File: config.mk
export PLATFORM = sky130hd
export DESIGN_NAME = mbrs_ctrl
export DESIGN_NICKNAME = d
export VERILOG_FILES = /design/src/rtl/mbrs_pkg.sv /design/src/rtl/mbrs_ctrl.sv
export SDC_FILE = /design/constraint.sdc
export NUM_CORES = 1
export LEC_CHECK = 0
export ABC_CLOCK_PERIOD_IN_PS = 3400
export BUFFER_PORTS_ARGS = -buffer_cell sky130_fd_sc_hd__buf_2
export CAP_MARGIN = 30
export CORE_ASPECT_RATIO = 1.2
export CORE_MARGIN = 4
export CORE_UTILIZATION = 58
export CTS_BUF_LIST = sky130_fd_sc_hd__clkbuf_4
export DETAILED_ROUTE_END_ITERATION = 8
export GPL_TIMING_DRIVEN = 0
export PLACE_DENSITY = 0.95
export SYNTH_ARGS = -nofsm -noshare
export SYNTH_HDL_FRONTEND = slang
export SYNTH_SLANG_ARGS = --single-unit
File: constraint.sdc
create_clock -name clk_i -period 3.4 [get_ports clk_i]
set_input_delay 0.17 -clock clk_i [delete_from_list [all_inputs] [get_ports clk_i]]
set_output_delay 0.17 -clock clk_i [all_outputs]
set_load 0.01 [all_outputs]
File: src/rtl/mbrs_pkg.sv
// Shared types, constants and CRC helper for the Modbus RTU slave register map.
package mbrs_pkg;

  localparam int unsigned REG_DEPTH_DEF   = 1024;
  localparam int unsigned FRAME_BYTES_DEF = 256;
  localparam int unsigned MAX_READ_DEF    = 125;

  localparam int unsigned OFF_W = 9;
  localparam int unsigned CNT_W = 7;

  localparam logic [7:0] FN_READ   = 8'h03;
  localparam logic [7:0] FN_WRITE1 = 8'h06;
  localparam logic [7:0] FN_WRITEN = 8'h10;
  localparam logic [7:0] EXC_FLAG  = 8'h80;
  localparam logic [7:0] EXC_ADDR  = 8'h03;

  localparam logic [OFF_W-1:0] NEED_FIXED = 9'h008;
  localparam logic [OFF_W-1:0] NEED_BASE  = 9'h009;
  localparam logic [OFF_W-1:0] FILL_MIN   = 9'h004;
  localparam logic [OFF_W-1:0] FILL_MULTI = 9'h007;
  localparam logic [OFF_W-1:0] OFF_FN     = 9'h001;
  localparam logic [OFF_W-1:0] OFF_CNT    = 9'h006;
  localparam logic [OFF_W-1:0] OFF_DATA   = 9'h007;
  localparam logic [OFF_W-1:0] HDR_SHORT  = 9'h003;
  localparam logic [OFF_W-1:0] HDR_ECHO   = 9'h006;

  localparam logic [15:0] CRC_INIT = 16'hFFFF;
  localparam logic [15:0] CRC_POLY = 16'hA001;

  typedef enum logic [2:0] {
    RS_FN, RS_B6, RS_ZERO, RS_NEXT, RS_WHI, RS_WLO
  } rsel_e;

  typedef enum logic [2:0] {
    PS_HDR, PS_RHI, PS_RLO, PS_CRCL, PS_CRCH
  } psrc_e;

  typedef struct packed {
    logic  clr;
    logic  append;
    logic  rd_en;
    rsel_e rsel;
    logic  set_need8;
    logic  lat_need;
    logic  drop1;
    logic  drop_need;
    logic  crc_init;
    logic  crc_step;
    logic  rsp_init;
    logic  push;
    psrc_e psrc;
    logic  reg_rd;
    logic  i_inc;
    logic  lat_hi;
    logic  wr_one;
    logic  wr_multi;
  } cmd_t;

  typedef struct packed {
    logic clr_done;
    logic fill_le4;
    logic fill_lt7;
    logic fn_fixed;
    logic fn_multi;
    logic need_big;
    logic fill_lt_need;
    logic crc_last;
    logic crc_good;
    logic is_read;
    logic is_write1;
    logic is_mismatch;
    logic hdr_last;
    logic rd_more;
    logic wr_more;
    logic push_ok;
  } sts_t;

  // One byte of the reflected Modbus CRC-16.
  function automatic logic [15:0] crc_byte(logic [15:0] c, logic [7:0] b);
    logic [15:0] r;
    r = c ^ {8'h00, b};
    for (int k = 0; k < 8; k++) begin
      r = r[0] ? ((r >> 1) ^ CRC_POLY) : (r >> 1);
    end
    return r;
  endfunction

endpackage

File: src/rtl/mbrs_ctrl.sv
// Sequencer for framing, checking, executing and answering requests.
module mbrs_ctrl (
  input  logic          clk_i,
  input  logic          rst_ni,
  input  logic          rx_valid_i,
  output logic          rx_ready_o,
  input  mbrs_pkg::sts_t sts_i,
  output mbrs_pkg::cmd_t cmd_o
);

  typedef enum logic [16:0] {
    ST_CLEAR = 17'h00001,
    ST_IDLE  = 17'h00002,
    ST_CHECK = 17'h00004,
    ST_FN    = 17'h00008,
    ST_B6    = 17'h00010,
    ST_LEN   = 17'h00020,
    ST_CRC   = 17'h00040,
    ST_GOOD  = 17'h00080,
    ST_WREQ  = 17'h00100,
    ST_WHI   = 17'h00200,
    ST_WLO   = 17'h00400,
    ST_HDR   = 17'h00800,
    ST_RREQ  = 17'h01000,
    ST_RHI   = 17'h02000,
    ST_RLO   = 17'h04000,
    ST_CRCL  = 17'h08000,
    ST_CRCH  = 17'h10000
  } state_e;

  state_e state_q, state_d;

  always_ff @(posedge clk_i or negedge rst_ni) begin
    if (!rst_ni) begin
      state_q <= ST_CLEAR;
    end else begin
      state_q <= state_d;
    end
  end

  assign rx_ready_o = (state_q == ST_IDLE);

  always_comb begin
    state_d = state_q;
    cmd_o   = '0;
    cmd_o.rsel = mbrs_pkg::RS_ZERO;
    cmd_o.psrc = mbrs_pkg::PS_HDR;
    case (state_q)
      ST_CLEAR: begin
        cmd_o.clr = 1'b1;
        if (sts_i.clr_done) state_d = ST_IDLE;
      end
      ST_IDLE: begin
        if (rx_valid_i) begin
          cmd_o.append = 1'b1;
          state_d = ST_CHECK;
        end
      end
      ST_CHECK: begin
        if (sts_i.fill_le4) begin
          state_d = ST_IDLE;
        end else begin
          cmd_o.rd_en = 1'b1;
          cmd_o.rsel  = mbrs_pkg::RS_FN;
          state_d = ST_FN;
        end
      end
      ST_FN: begin
        if (sts_i.fn_fixed) begin
          cmd_o.set_need8 = 1'b1;
          state_d = ST_LEN;
        end else if (sts_i.fn_multi) begin
          if (sts_i.fill_lt7) begin
            state_d = ST_IDLE;
          end else begin
            cmd_o.rd_en = 1'b1;
            cmd_o.rsel  = mbrs_pkg::RS_B6;
            state_d = ST_B6;
          end
        end else begin
          cmd_o.drop1 = 1'b1;
          state_d = ST_CHECK;
        end
      end
      ST_B6: begin
        if (sts_i.need_big) begin
          cmd_o.drop1 = 1'b1;
          state_d = ST_CHECK;
        end else begin
          cmd_o.lat_need = 1'b1;
          state_d = ST_LEN;
        end
      end
      ST_LEN: begin
        if (sts_i.fill_lt_need) begin
          state_d = ST_IDLE;
        end else begin
          cmd_o.crc_init = 1'b1;
          cmd_o.rd_en    = 1'b1;
          cmd_o.rsel     = mbrs_pkg::RS_ZERO;
          state_d = ST_CRC;
        end
      end
      ST_CRC: begin
        cmd_o.crc_step = 1'b1;
        cmd_o.rd_en    = 1'b1;
        cmd_o.rsel     = mbrs_pkg::RS_NEXT;
        if (sts_i.crc_last) begin
          if (sts_i.crc_good) begin
            state_d = ST_GOOD;
          end else begin
            cmd_o.drop_need = 1'b1;
            state_d = ST_CHECK;
          end
        end
      end
      ST_GOOD: begin
        cmd_o.rsp_init = 1'b1;
        if (sts_i.is_read || sts_i.is_mismatch) begin
          state_d = ST_HDR;
        end else if (sts_i.is_write1) begin
          cmd_o.wr_one = 1'b1;
          state_d = ST_HDR;
        end else begin
          state_d = ST_WREQ;
        end
      end
      ST_WREQ: begin
        if (sts_i.wr_more) begin
          cmd_o.rd_en = 1'b1;
          cmd_o.rsel  = mbrs_pkg::RS_WHI;
          state_d = ST_WHI;
        end else begin
          state_d = ST_HDR;
        end
      end
      ST_WHI: begin
        cmd_o.lat_hi = 1'b1;
        cmd_o.rd_en  = 1'b1;
        cmd_o.rsel   = mbrs_pkg::RS_WLO;
        state_d = ST_WLO;
      end
      ST_WLO: begin
        cmd_o.wr_multi = 1'b1;
        cmd_o.i_inc    = 1'b1;
        state_d = ST_WREQ;
      end
      ST_HDR: begin
        if (sts_i.push_ok) begin
          cmd_o.push = 1'b1;
          cmd_o.psrc = mbrs_pkg::PS_HDR;
          if (sts_i.hdr_last) state_d = sts_i.is_read ? ST_RREQ : ST_CRCL;
        end
      end
      ST_RREQ: begin
        if (sts_i.rd_more) begin
          cmd_o.reg_rd = 1'b1;
          state_d = ST_RHI;
        end else begin
          state_d = ST_CRCL;
        end
      end
      ST_RHI: begin
        if (sts_i.push_ok) begin
          cmd_o.push = 1'b1;
          cmd_o.psrc = mbrs_pkg::PS_RHI;
          state_d = ST_RLO;
        end
      end
      ST_RLO: begin
        if (sts_i.push_ok) begin
          cmd_o.push  = 1'b1;
          cmd_o.psrc  = mbrs_pkg::PS_RLO;
          cmd_o.i_inc = 1'b1;
          state_d = ST_RREQ;
        end
      end
      ST_CRCL: begin
        if (sts_i.push_ok) begin
          cmd_o.push = 1'b1;
          cmd_o.psrc = mbrs_pkg::PS_CRCL;
          state_d = ST_CRCH;
        end
      end
      ST_CRCH: begin
        if (sts_i.push_ok) begin
          cmd_o.push      = 1'b1;
          cmd_o.psrc      = mbrs_pkg::PS_CRCH;
          cmd_o.drop_need = 1'b1;
          state_d = ST_CHECK;
        end
      end
      default: state_d = ST_CLEAR;
    endcase
  end

endmodule

* Word level (Yosys, flattened, before mapping)
Cells that the tools add are included.
Word-level totals: output and inout bits 23, logic and storage cells 91, input port bits 19, bits in registers 17
Operators by class: multiplexer cells 62, equality and inequality tests 26, reductions and logical operators 2
Operator list (number):
- $pmux 17 s17 | 1
- $mux 17 | 11
- $mux 4 | 12
- $mux 16 | 2
- $mux 1 | 24
- $mux 12 | 2
- $pmux 4 s6 | 1
- $pmux 4 s5 | 1
- $ne 2x2->1 const B | 9
- $eq 17x1->1 const B | 1
- $eq 17x10->1 const B | 1
- $eq 17x11->1 const B | 1
- $eq 17x12->1 const B | 1
- $eq 17x13->1 const B | 1
- $eq 17x14->1 const B | 1
- $eq 17x15->1 const B | 1
- $eq 17x16->1 const B | 1
- $eq 17x17->1 const B | 1
- $eq 17x2->1 const B | 1
- $eq 17x3->1 const B | 1
- $eq 17x4->1 const B | 1
- $eq 17x5->1 const B | 1
- $eq 17x6->1 const B | 1
- $eq 17x7->1 const B | 1
- 9 further kinds | 12

* Longest topological paths before layout
depth after elaboration 4, depth in mapped cells 7, depth with buffers taken out 5

* Least setup slack after synthesis
OpenSTA, ideal clock, no wires.
path type reg2out, start point register state_q[0], end point output cmd_o[19] in the netlist's numbering, data arrival time 2068 ps, slack 1162 ps, path buffers 1, stages on the path, launching flop included 7, cells stage by stage dfstp_2 clkbuf_1 nor3_2 nand4_1 nor4_4 a211o_1 or4_1
RTL lines:
- start: declaration | RTL line mbrs_ctrl.sv:31 | state_e state_q, state_d;
- start signal: assignment | RTL line mbrs_ctrl.sv:37 | state_q <= state_d;
- end: declaration | RTL line mbrs_ctrl.sv:8 | output mbrs_pkg::cmd_t cmd_o

==> impl_metrics.yaml <==
timing:
  tightest_slew_ns: 0.717
  period_share_pct: 83.0
  slew_viol_final: 0
  fin_crit_ns: 2.82
  grt_setup_unrepaired: "no"
  setup_violations: 0
  layout_setup_ws_ns: 0.579
  max_freq_mhz: 354
  holdWs_ns: 0.0767
  maxSlewHeadroom_pct: 52.2
  fin_skew_ns: 0.00206
  hold_violations: 0
  timing.setup.tns_ns: 0
cts:
  clockBufferDepth: 2
  postCtsHoldBufs: 1
  post-cts-setup-buffers: 0
  htreeDepth: 1
  tritoncts: "yes"
  clkLatencyLatePin_ns: 0.30
  cts_root_buf: "clkbuf_4"
  cts.clk_slew.worst_paths_ns: 0.11
  clkSinkCount: 17
  cts_made_buffers: 3
  post_cts_resized: 0
min_path:
  hold_end: "state_q[3]"
  min_path_type: "in2reg"
  hold_path_depth: 2
  hold_path.startpoint: "sts_i[14]"
setup_path:
  worstPathMaxFanout: 10
  required_ns: 3.23
  rr_worst_depth: 6
  rr_startpoint: "state_q[0]"
  cp-end-kind: "output pin"
  ff2ff_setup_slack_ns: 0.97
  crit_type: "reg2out"
  critPathArrivalTime_ns: 2.65
  startpoint_type: "flop"
  r2r-end: "state_q[14]"
drt:
  route.vias.total: 1557
  drt_iter0_markers: 62
  via_per_inst: 6.18
  dr.pass1.iters: 4
  postRouteAntennaNets: 0
  wire_per_inst_um: 16.1
  drc: 0
  drt_wl_total_um: 4050
logic_synthesis:
  async_flop_share_pct: 100
  syn-instance-count: 173
  synth_seq_cells: 17
  ys_types: 54
  yosysWarnings: 0
  synthTopCellsByArea: "dfrtp_1, nor3_1, nor4_4"
  netlist_area_um2: 1530
  synthesis.nets: 192
  synth_ff_type: "dfrtp_1"
  yosysTopAreaCellShare_pct: 26.2
  ys_seq_area_share_pct: 27.9
  yosysTopAreaCell: "dfrtp_1"
  synth-edff-count: 0
  syn_avg_cell_area_um2: 8.83
placement:
  dp_hpwl_um: 3170
  gp_congestion: 0.888
  numPortBuffers: 41
  pre_cts_ws_ns: 0.960
run_status:
  status: "complete, no violations"
final_layout:
  fin_nets: 239
  reg_top3: "state_q (17)"
  top_register: "state_q"
  drive_above_1_share_pct: 34.2
  largest_reg_flops: 17
  n_antenna_cell: 0
  area_growth_pct: 18.6
global_route:
  grt_max_degree: 18
  grt_pass1_wl_um: 6620
  grtUsageTotal_pct: 25.2
  antenna_found_initial: 0
  globalRouteOverflowTotal: 0
  first_global_vias: 1473
floorplanning:
  fp.dieW_um: 54.9
  die_y_um: 64.2
  start_util_pct: 60.4
  rows: 20
  ioPinCount: 42
  die_area_um2: 3520
  fp.coreArea_um2: 2530
power:
  p_per_area_nw_per_um2: 402
  total_power_mw: 0.728
  p_leak_nw: 0.942
  ir_drop_mv: 0.275
job:
  drv_cap: 0
-- kinds of logic after synthesis --
logic type | share of synthesized area [%]
buffers and inverters | 6.72
multiplexers | 2.95
XOR/XNOR | 3.44
AND/OR/NAND/NOR | 44.1
AO/OA/AOI/OAI | 14.9
flip-flops | 27.9
-- cells in the final DEF (no fill, tap or decap), types with 2 or more instances in the layout --
master / Yosys / routed
nor2_1: 14 / 14
o21ai_0: 2 / 2
nor3_1: 13 / 13
mux2_4: 3 / 3
a211o_1: 3 / 3
nand3b_1: 5 / 5
a21o_1: 3 / 3
nor2b_1: 3 / 3
and2_1: 4 / 4
nand2_1: 12 / 12
clkbuf_1: 3 / 3
or3_1: 4 / 4
a21oi_1: 4 / 4
inv_1: 11 / 11
xnor2_1: 2 / 2
nor3b_1: 2 / 2
o41ai_1: 2 / 2
a211oi_2: 2 / 2
buf_6: 2 / 2
nand3_1: 3 / 3
clkbuf_4: 0 / 3
nand4_1: 2 / 2
xor2_1: 4 / 4
nor4b_1: 4 / 4
nand4_2: 2 / 2
nor3_2: 3 / 3
buf_2: 3 / 44
dfrtp_1: 16 / 16
nor4_4: 3 / 3
and3_1: 3 / 3
nor4_1: 10 / 10
or2_2: 3 / 3
-- Yosys cell counts, types with 3 or more instances --
cell,number
nor2b_1,3
a211o_1,3
xor2_1,4
or2_2,3
clkbuf_1,3
a21o_1,3
nor3_1,13
nand3b_1,5
nor4_4,3
or3_1,4
dfrtp_1,16
nor4b_1,4
nor3_2,3
nand3_1,3
inv_1,11
and2_1,4
buf_2,3
a21oi_1,4
nor4_1,10
nor2_1,14
mux2_4,3
nand2_1,12
and3_1,3
-- metal layers --
layer  vias up  share of wire, %  track usage [%]
li1        739                 -                -
met1       733                39             31.0
met2        73                52             43.8
met3        12               6.8             2.56
met4         0               2.4             8.10
met5         -                 0                0
-- power by group --
part | switching, mW | internal [mW]
clock network | 0.0738 | 0.0439
registers | 0.0103 | 0.223
logic | 0.229 | 0.148
total | 0.313 | 0.415
-- worst max path at each step --
stage	startpoint	to	slack, ns
after floorplan	state_q[0]	cmd_o[19]	1.16
after global routing	state_q[8]	cmd_o[5]	0.40
after CTS	state_q[8]	cmd_o[5]	0.61
after detailed placement	state_q[0]	cmd_o[5]	0.96
after global placement	state_q[13]	cmd_o[5]	1.01
final	state_q[8]	cmd_o[5]	0.58
-- through the flow --
step	instances	instance area, µm²	utilization, %
global route	252	1810	71.7
finish	252	1810	71.7
floorplan	173	1530	-
detailed placement	247	1770	70.2
global placement	247	1770	70.2
CTS	252	1810	71.7
-- worst max-delay path: stages (launching register included) --
cell and delay [ns]:
dfrtp_1 0.38, clkbuf_2 0.19, nor2_1 0.47, nand4_2 0.25, buf_2 0.26, nor2_1 0.21
o21ai_1 0.12, nor4_1 0.28, buf_2 0.18
-- area by class of cell --
class / instances / area (µm²)
Tap cell: 33 / 41.3
Clock inverter: 1 / 5.00
Buffer: 10 / 61.3
Inverter: 11 / 41.3
Clock buffer: 3 / 22.5
Timing Repair Buffer: 42 / 215
Sequential cell: 17 / 427
Fill cell: 222 / 716
Multi-Input combinational cell: 135 / 998
Power figures use the tool's default switching activity.
